[src/rtl/ils_pkg.sv]
`timescale 1ns / 1ps
// ============================================================================
// ils_pkg: shared types and constants of the integer literal scanner
// Character codes, operation codes between front and back, status codes.
// ============================================================================
package ils_pkg;

    localparam logic [7:0] CHAR_ZERO   = 8'h30;
    localparam logic [7:0] CHAR_SUFFIX = 8'h6e;  // 'n'
    localparam logic [7:0] RESET_RADIX = 8'd10;

    localparam int IN_DATA_W  = 24;   // 8 + 8 + 1 bits, padded to bytes
    localparam int OUT_DATA_W = 72;   // 3 + 64 bits, padded to bytes

    // What the back end does with one classified character
    typedef enum logic [1:0] {
        OP_NOP   = 2'd0,   // accepted suffix character
        OP_DIGIT = 2'd1,   // shift-add a digit into the accumulator
        OP_CLEAR = 2'd2,   // prefix matching the radix: restart value
        OP_BAD   = 2'd3    // syntax error
    } op_t;

    // Radix of a digit operation, selects the shift-add form
    typedef enum logic [1:0] {
        RX_2  = 2'd0,
        RX_8  = 2'd1,
        RX_10 = 2'd2,
        RX_16 = 2'd3
    } radix_sel_t;

    typedef enum logic [2:0] {
        ST_I32       = 3'd0,
        ST_I64       = 3'd1,
        ST_U64       = 3'd2,
        ST_RANGE     = 3'd3,
        ST_MALFORMED = 3'd4
    } status_t;

    // One item handed from front to back
    typedef struct packed {
        op_t        op;
        radix_sel_t rsel;
        logic [3:0] digit;
        logic       last;
    } entry_t;

endpackage

[src/rtl/ils_front.sv]
`timescale 1ns / 1ps
// ============================================================================
// ils_front: character classifier
// Tracks position, radix and suffix flag of the literal and turns each
// character into one back-end operation.
// ============================================================================
module ils_front (
    input  logic                clk,
    input  logic                rst_n,
    input  logic                take,          // item accepted this cycle
    input  logic [7:0]          char_code,
    input  logic [7:0]          radix,
    input  logic                suffix_required,
    input  logic                last_char,
    output ils_pkg::entry_t     entry
);

    logic [1:0] pos_reg;
    logic [1:0] pos_next;
    logic [7:0] held_radix_reg;
    logic       held_suffix_reg;
    logic       lead_zero_reg;

    logic       first;
    logic [7:0] radix_eff;
    logic       suffix_eff;
    logic       radix_good;
    logic       dig_valid;
    logic [3:0] dig_val;
    logic       is_prefix;
    logic [7:0] prefix_rx;
    ils_pkg::radix_sel_t rsel;

    assign first      = (pos_reg == 2'd0);
    assign radix_eff  = first ? radix : held_radix_reg;
    assign suffix_eff = first ? suffix_required : held_suffix_reg;

    always_comb
    begin
        radix_good = 1'b1;
        rsel       = ils_pkg::RX_10;
        case (radix_eff)
            8'd2:    rsel = ils_pkg::RX_2;
            8'd8:    rsel = ils_pkg::RX_8;
            8'd10:   rsel = ils_pkg::RX_10;
            8'd16:   rsel = ils_pkg::RX_16;
            default: radix_good = 1'b0;
        endcase
    end

    always_comb
    begin
        dig_valid = 1'b1;
        dig_val   = 4'd0;
        case (char_code) inside
            [8'h30:8'h39]: dig_val = 4'(char_code - 8'h30);
            [8'h61:8'h66]: dig_val = 4'(char_code - 8'h61 + 8'd10);
            [8'h41:8'h46]: dig_val = 4'(char_code - 8'h41 + 8'd10);
            default:       dig_valid = 1'b0;
        endcase
    end

    always_comb
    begin
        is_prefix = 1'b1;
        prefix_rx = 8'd0;
        case (char_code) inside
            8'h62, 8'h42: prefix_rx = 8'd2;
            8'h6f, 8'h4f: prefix_rx = 8'd8;
            8'h78, 8'h58: prefix_rx = 8'd16;
            default:      is_prefix = 1'b0;
        endcase
    end

    always_comb
    begin
        entry.rsel  = rsel;
        entry.digit = dig_val;
        entry.last  = last_char;
        if (last_char && suffix_eff)
        begin
            entry.op = (char_code == ils_pkg::CHAR_SUFFIX) ? ils_pkg::OP_NOP
                                                           : ils_pkg::OP_BAD;
        end
        else if (pos_reg == 2'd1 && lead_zero_reg && is_prefix)
        begin
            entry.op = (prefix_rx == held_radix_reg) ? ils_pkg::OP_CLEAR
                                                     : ils_pkg::OP_BAD;
        end
        else if (!dig_valid || !radix_good || ({4'd0, dig_val} >= radix_eff))
        begin
            entry.op = ils_pkg::OP_BAD;
        end
        else
        begin
            entry.op = ils_pkg::OP_DIGIT;
        end
    end

    always_comb
    begin
        if (last_char)
            pos_next = 2'd0;
        else if (pos_reg == 2'd2)
            pos_next = pos_reg;
        else
            pos_next = pos_reg + 2'd1;
    end

    always_ff @(posedge clk or negedge rst_n)
    begin
        if (!rst_n)
        begin
            pos_reg         <= 2'd0;
            held_radix_reg  <= ils_pkg::RESET_RADIX;
            held_suffix_reg <= 1'b0;
            lead_zero_reg   <= 1'b0;
        end
        else if (take)
        begin
            pos_reg <= pos_next;
            if (first)
            begin
                held_radix_reg  <= radix;
                held_suffix_reg <= suffix_required;
                lead_zero_reg   <= (char_code == ils_pkg::CHAR_ZERO);
            end
        end
    end

endmodule

[src/rtl/ils_queue.sv]
`timescale 1ns / 1ps
// ============================================================================
// ils_queue: two-entry queue between classifier and accumulator
// Lets the front keep taking characters while the back waits on output.
// ============================================================================
module ils_queue (
    input  logic            clk,
    input  logic            rst_n,
    input  logic            push,
    input  ils_pkg::entry_t push_entry,
    output logic            full,
    input  logic            pop,
    output logic            nonempty,
    output ils_pkg::entry_t head
);

    ils_pkg::entry_t slots_reg [2];
    logic            wr_ptr_reg;
    logic            rd_ptr_reg;
    logic [1:0]      count_reg;
    logic [1:0]      count_next;

    assign full     = (count_reg == 2'd2);
    assign nonempty = (count_reg != 2'd0);
    assign head     = slots_reg[rd_ptr_reg];

    always_comb
    begin
        count_next = count_reg;
        if (push && !pop)
            count_next = count_reg + 2'd1;
        else if (pop && !push)
            count_next = count_reg - 2'd1;
    end

    always_ff @(posedge clk)
    begin
        if (push)
            slots_reg[wr_ptr_reg] <= push_entry;
    end

    always_ff @(posedge clk or negedge rst_n)
    begin
        if (!rst_n)
        begin
            wr_ptr_reg <= 1'b0;
            rd_ptr_reg <= 1'b0;
            count_reg  <= 2'd0;
        end
        else
        begin
            if (push)
                wr_ptr_reg <= ~wr_ptr_reg;
            if (pop)
                rd_ptr_reg <= ~rd_ptr_reg;
            count_reg <= count_next;
        end
    end

endmodule

[src/rtl/ils_back.sv]
`timescale 1ns / 1ps
// ============================================================================
// ils_back: value accumulator and result register
// Shift-add of one queued digit per cycle, sticky overflow, status on last item
// ============================================================================
module ils_back (
    input  logic            clk,
    input  logic            rst_n,
    input  logic            avail,        // queue holds an entry
    input  ils_pkg::entry_t head,
    output logic            pop,
    output logic            res_valid,
    input  logic            res_ready,
    output logic [2:0]      status,
    output logic [63:0]     magnitude
);

    logic [63:0] acc_reg, acc_next;
    logic        ovf_reg, ovf_next;
    logic        bad_reg, bad_next;
    logic        seen_reg, seen_next;
    logic        out_valid_reg;
    logic [2:0]  status_reg;
    logic [63:0] mag_reg;

    logic [67:0] wide;
    logic [67:0] prod;
    logic        room;
    ils_pkg::status_t st;

    assign wide = {4'd0, acc_reg};

    always_comb
    begin
        case (head.rsel)
            ils_pkg::RX_2:  prod = (wide << 1) + {64'd0, head.digit};
            ils_pkg::RX_8:  prod = (wide << 3) + {64'd0, head.digit};
            ils_pkg::RX_10: prod = (wide << 3) + (wide << 1) + {64'd0, head.digit};
            ils_pkg::RX_16: prod = (wide << 4) + {64'd0, head.digit};
            default:        prod = wide;
        endcase
    end

    // A last entry needs the result register free; others always proceed
    assign room = !out_valid_reg || res_ready;
    assign pop  = avail && (room || !head.last);

    always_comb
    begin
        acc_next  = acc_reg;
        ovf_next  = ovf_reg;
        bad_next  = bad_reg;
        seen_next = seen_reg;
        case (head.op)
            ils_pkg::OP_DIGIT:
            begin
                acc_next  = prod[63:0];
                ovf_next  = ovf_reg | (|prod[67:64]);
                seen_next = 1'b1;
            end
            ils_pkg::OP_CLEAR:
            begin
                acc_next  = 64'd0;
                ovf_next  = 1'b0;
                seen_next = 1'b0;
            end
            ils_pkg::OP_BAD: bad_next = 1'b1;
            default: ;
        endcase
    end

    always_comb
    begin
        if (bad_next || !seen_next)
            st = ils_pkg::ST_MALFORMED;
        else if (ovf_next)
            st = ils_pkg::ST_RANGE;
        else if (acc_next[63:31] == 33'd0)
            st = ils_pkg::ST_I32;
        else if (!acc_next[63])
            st = ils_pkg::ST_I64;
        else
            st = ils_pkg::ST_U64;
    end

    always_ff @(posedge clk or negedge rst_n)
    begin
        if (!rst_n)
        begin
            acc_reg       <= 64'd0;
            ovf_reg       <= 1'b0;
            bad_reg       <= 1'b0;
            seen_reg      <= 1'b0;
            out_valid_reg <= 1'b0;
        end
        else
        begin
            if (pop && head.last)
                out_valid_reg <= 1'b1;
            else if (res_ready)
                out_valid_reg <= 1'b0;
            if (pop)
            begin
                if (head.last)
                begin
                    acc_reg  <= 64'd0;
                    ovf_reg  <= 1'b0;
                    bad_reg  <= 1'b0;
                    seen_reg <= 1'b0;
                end
                else
                begin
                    acc_reg  <= acc_next;
                    ovf_reg  <= ovf_next;
                    bad_reg  <= bad_next;
                    seen_reg <= seen_next;
                end
            end
        end
    end

    always_ff @(posedge clk)
    begin
        if (pop && head.last)
        begin
            status_reg <= st;
            mag_reg    <= (st == ils_pkg::ST_MALFORMED || st == ils_pkg::ST_RANGE)
                          ? 64'd0 : acc_next;
        end
    end

    assign res_valid = out_valid_reg;
    assign status    = status_reg;
    assign magnitude = mag_reg;

endmodule

[src/rtl/integer_literal_scanner.sv]
`timescale 1ns / 1ps
// ============================================================================
// integer_literal_scanner: streaming parser for radix integer literals
// Checks syntax, accumulates the value and classifies its range.
// ============================================================================
// Feed one character per item on the slave side; the first item of a
// literal latches radix (2, 8, 10 or 16) and suffix_required, and tlast
// marks the final character. An optional 0b/0o/0x prefix (either case)
// after a leading zero must name the latched radix, and a closing 'n' is
// required exactly when suffix_required was set. One result item comes out
// per literal, on the master side, with status (0 fits i32, 1 fits i64,
// 2 fits u64, 3 out of range, 4 malformed) and the value, which reads zero
// for out of range or malformed. The block takes one character every
// cycle while the queue is not full: the classifier, a two-entry queue
// and a single shift-add accumulator each handle one item per clock, and
// a result passes the queue before it reaches the output register. A
// stalled result only holds back the last character of the next literal;
// the characters before it keep flowing into the accumulator.
// ============================================================================
module integer_literal_scanner (
    input  logic                          clk,
    input  logic                          rst_n,
    // character input
    input  logic                          s_tvalid,
    output logic                          s_tready,
    // [7:0] char_code, [15:8] radix, [16] suffix_required, rest zero
    input  logic [ils_pkg::IN_DATA_W-1:0] s_tdata,
    input  logic                          s_tlast,     // last_char
    // result output
    output logic                          m_tvalid,
    input  logic                          m_tready,
    // [2:0] status, [66:3] magnitude, rest zero
    output logic [ils_pkg::OUT_DATA_W-1:0] m_tdata
);

    ils_pkg::entry_t front_entry;
    ils_pkg::entry_t head;
    logic            q_full;
    logic            q_nonempty;
    logic            take;
    logic            pop;
    logic [2:0]      status;
    logic [63:0]     magnitude;

    assign s_tready = !q_full;
    assign take     = s_tvalid && s_tready;

    // Classify the character against the latched literal context
    ils_front u_front (
        .clk             (clk),
        .rst_n           (rst_n),
        .take            (take),
        .char_code       (s_tdata[7:0]),
        .radix           (s_tdata[15:8]),
        .suffix_required (s_tdata[16]),
        .last_char       (s_tlast),
        .entry           (front_entry)
    );

    ils_queue u_queue (
        .clk        (clk),
        .rst_n      (rst_n),
        .push       (take),
        .push_entry (front_entry),
        .full       (q_full),
        .pop        (pop),
        .nonempty   (q_nonempty),
        .head       (head)
    );

    // Accumulate and report
    ils_back u_back (
        .clk       (clk),
        .rst_n     (rst_n),
        .avail     (q_nonempty),
        .head      (head),
        .pop       (pop),
        .res_valid (m_tvalid),
        .res_ready (m_tready),
        .status    (status),
        .magnitude (magnitude)
    );

    assign m_tdata = {5'd0, magnitude, status};

endmodule
[config.mk]
export PLATFORM = sky130hd
export DESIGN_NAME = integer_literal_scanner
export DESIGN_NICKNAME = d
export VERILOG_FILES = /design/src/rtl/ils_pkg.sv /design/src/rtl/ils_front.sv /design/src/rtl/ils_queue.sv /design/src/rtl/ils_back.sv /design/src/rtl/integer_literal_scanner.sv
export SDC_FILE = /design/constraint.sdc
export NUM_CORES = 1
export LEC_CHECK = 0
export BUFFER_PORTS_ARGS = -buffer_cell sky130_fd_sc_hd__clkbuf_2
export CAP_MARGIN = 25
export CORE_ASPECT_RATIO = 1.5
export CORE_UTILIZATION = 35
export CTS_BUF_LIST = sky130_fd_sc_hd__clkbuf_8
export DETAILED_ROUTE_END_ITERATION = 12
export GPL_ROUTABILITY_DRIVEN = 0
export GPL_TIMING_DRIVEN = 0
export PLACE_DENSITY = 0.59
export SYNTH_ARGS = -nofsm -noshare
export SYNTH_HDL_FRONTEND = slang
export SYNTH_SLANG_ARGS = --single-unit
[constraint.sdc]
create_clock -name clk -period 5.55 [get_ports clk]
set_clock_uncertainty 0.05 [all_clocks]
set_input_delay 1.3875 -clock clk [delete_from_list [all_inputs] [get_ports clk]]
set_output_delay 1.3875 -clock clk [all_outputs]
set_load 0.01 [all_outputs]
==> metrics.md <==
| Metric | Value |
|---|---|
| Status | `complete, no violations` |
| Post-synthesis adder-cell area fraction | `10.69%` |
| R2r endpoint | `u_back.status[0]` |
| Hold Fails Final Rpt | `0` |
| Cell accounting for the most synthesized area | `edfxtp_1` |
| FP Rows | `100` |
| Area growth from synthesis to final layout | `13.54%` |
| Setup crit end | `u_back.status[0]` |
| Port bufs | `89` |
| Hold Path Class | `reg -> reg` |
| Drc violations | `0` |
| Worst skew pair latency | `0.54 ns` |
| Grt total ovfl | `0` |
| Normalized max-slew margin | `19.58%` |
| FF-to-FF Start | `u_queue.rd_ptr_reg` |
| DP Worst Slack | `-1.359 ns` |
| Fin. max-slew vios | `0` |
| GRT Util Overall | `30.69%` |
| GR Util met1 | `34.45%` |
| Leading cell type in the layout, fill and taps excluded | `nand2_1` |
| CTS Hold Bufs | `0` |
| Cells after Synth | `2,203` |
| Slew @ Worst Pin | `1.199 ns` |
| Drt first pass iters | `7` |
| HPWL Detailed | `57,680 µm` |
| Post-synthesis mux area share | `2.577%` |
| Register area share after synthesis | `26.57%` |
| Layout cells sized above 1 | `13.40%` |
| First-pass GRT wire length | `115,900 µm` |
| Design Power | `4.645 mW` |
| Syn avg cell area | `7.955 µm²` |
| Yosys cell types | `96` |
| Largest net degree at the start of global routing | `46` |
| Detailed router's first-iteration violation count | `2,510` |
| P_leak | `7.801 nW` |
| Synth warn | `0` |
| Worst Slack Setup Final | `0.02785 ns` |
| Maximum VDD drop | `0.2214 mV` |
| Predominant post-synthesis flop cell | `edfxtp_1` |
| Via count | `19.34k` |
| Synth top area share | `14.56%` |
| Post-Route WL | `78,500 µm` |
| Width of the die | `184.7 µm` |
| Core Util, Final | `40.16%` |
| Max Clk Rate | `181.1 MHz` |
| DR vias/cell | `6.394` |
| Post-route ant nets | `0` |
| Critical path data arrival time | `5.75 ns` |
| Number of cells after detailed placement | `2,964` |
| Largest family of logic cells by synthesized area | `simple AND/OR/NAND/NOR gates` |
| Synthesized area | `17,530 µm²` |
| Endpoints failing setup | `0` |
| Highest-count cells in the layout ignoring fill and taps | `257 x nand2_1, 195 x a21oi_1, 189 x nor2_1` |
| Clk sinks | `169` |
| I/O pins | `103` |
| Number of synthesized flops with an enable pin | `85` |
| Simple-Gate Fraction of Synth Area | `24.00%` |
| Die Y | `276.1 µm` |
| Non-Filler Instances | `3,025` |
| Power per Cell Area | `233.5 nW/µm²` |
| Fill count | `5,192` |
| CP startpoint | `u_queue.rd_ptr_reg` |
| Worst-path clk slew | `0.10 ns` |
| Placed Area | `18,900 µm²` |
| Avg WL per Cell | `25.95 µm` |
| R2r setup slk | `0.03 ns` |
| Max cap viols | `0` |
| Met3 GRT Util | `8.799%` |
| Final Net Count | `2,522` |
| Top post-synthesis cells by area | `edfxtp_1 15%, dfrtp_1 12%, ha_1 10%, a21oi_1 5.8%, nand2_1 5.5%` |
| Crit end category | `register` |
| Req. time, crit path | `5.78 ns` |
| CTS tree | `done` |
| Register bit total from synthesis | `169` |
| Initial Util | `35.37%` |
| Min Hold Slack | `0.4426 ns` |
| CTS buffer count | `17` |
| Design area | `19,900 µm²` |
| Setup CP Type | `reg -> reg` |
| Post-Synth XOR/XNOR Area | `6.797%` |
| Compound-cell area share of the yosys netlist | `23.56%` |
| Initial antenna violation count | `6` |
| Period utilisation layout | `99.50%` |
| DIE AREA | `50,990 µm²` |
| Setup TNS | `0 ns` |
| Vias in the first global route | `18.45k` |
| Clock root cell | `clkbuf_8` |
| Min Tclk post-route | `5.522 ns` |
| Clock Path Buffers | `2` |
| R2R depth | `18` |
| Worst Path Max Fanout | `8` |
| Ys async rst share | `49.70%` |
| Crit start category | `register` |
| H-Tree Depth | `4` |
| Core area | `49,550 µm²` |
| GR Util met2 | `48.35%` |
| GR peak layer | `met2` |
-- report_power, final --
part / switching, mW / internal (mW) / leakage (nW)
Sequential: 0.107 / 1.66 / 1.95
Clock: 0.554 / 0.456 / 0.224
Combinational: 1.35 / 0.515 / 5.63
-- critical path, stage by stage (launching register included) --
cell       delay, ns
dfrtp_1         0.43
buf_8           0.16
mux2_2          0.39
fa_1            0.50
ha_1            0.30
a21o_1          0.12
nand4_1         0.10
buf_4           0.21
a2111oi_4       0.41
o311ai_2        0.17
and2_4          0.23
a21oi_4         0.31
buf_4           0.18
o21bai_1        0.07
a211o_1         0.38
a311oi_2        0.38
or4bb_4         0.59
nor2_4          0.17
o22ai_1         0.11
-- per-layer routing --
layer / up-vias / wire length, µm / share of wire [%]
met4: 8 / 7873 / 10
met3: 471 / 7418 / 9.4
met2: 1306 / 35520 / 45
met5: - / 98 / 0.12
li1: 8449 / - / -
met1: 9107 / 27590 / 35
-- how the worst min path moves through the flow --
stage	startpoint	end	cells past startpoint	slack [ns]
after floorplan	u_front.lead_zero_reg	u_front.lead_zero_reg	2	0.40
after global placement	u_back.seen_reg	u_back.seen_reg	2	0.42
after detailed placement	u_front.lead_zero_reg	u_front.lead_zero_reg	2	0.43
after CTS	u_front.lead_zero_reg	u_front.lead_zero_reg	2	0.45
after global routing	u_front.held_radix_reg[1]	u_front.held_radix_reg[1]	2	0.49
final	u_front.lead_zero_reg	u_front.lead_zero_reg	2	0.44
-- cell usage after synthesis, types with 27 or more instances --
master and n:
nand2_1 257, a21oi_1 202, nor2_1 193, o21ai_0 150, ha_1 145, clkbuf_1 105
edfxtp_1 85, dfrtp_1 82, xnor2_1 81, nand4_1 72, nand3_1 70, nor3_1 65
xor2_1 55, inv_1 42, buf_2 34, nor4_1 31, nor2b_1 30, mux2i_1 28
a21o_1 27
-- what timing repair did --
item | CTS | global route
pin swaps | 2 | 15
resized for setup | 36 | 35
endpoints found under the setup margin | 72 | 64
cloned | 0 | 0
buffers inserted | 4 | 21
-- area by class of cell --
type	count	area [µm²]	share of cell area, %
inverter	42	157.7	0.7923
sequential	169	4658	23.41
clock buffer	17	234.0	1.176
antenna	4	10.01	0.05031
multi-input combinational	1814	12210	61.38
tap	663	829.5	4.169
buffer	179	859.6	4.320
clock inverter	15	188.9	0.9495
timing repair buffer	122	745.7	3.748
-- cell families (layout without fill, tap and decap cells) --
family,count (synthesis),in the layout
other,1,9
buffers and inverters,224,375
AND/OR/NAND/NOR,840,840
flip-flops,169,169
multiplexers,42,42
AO/OA/AOI/OAI,643,643
adder cells (fa/ha/maj),148,148
XOR/XNOR,136,136
(Power assumes the default switching activity.)
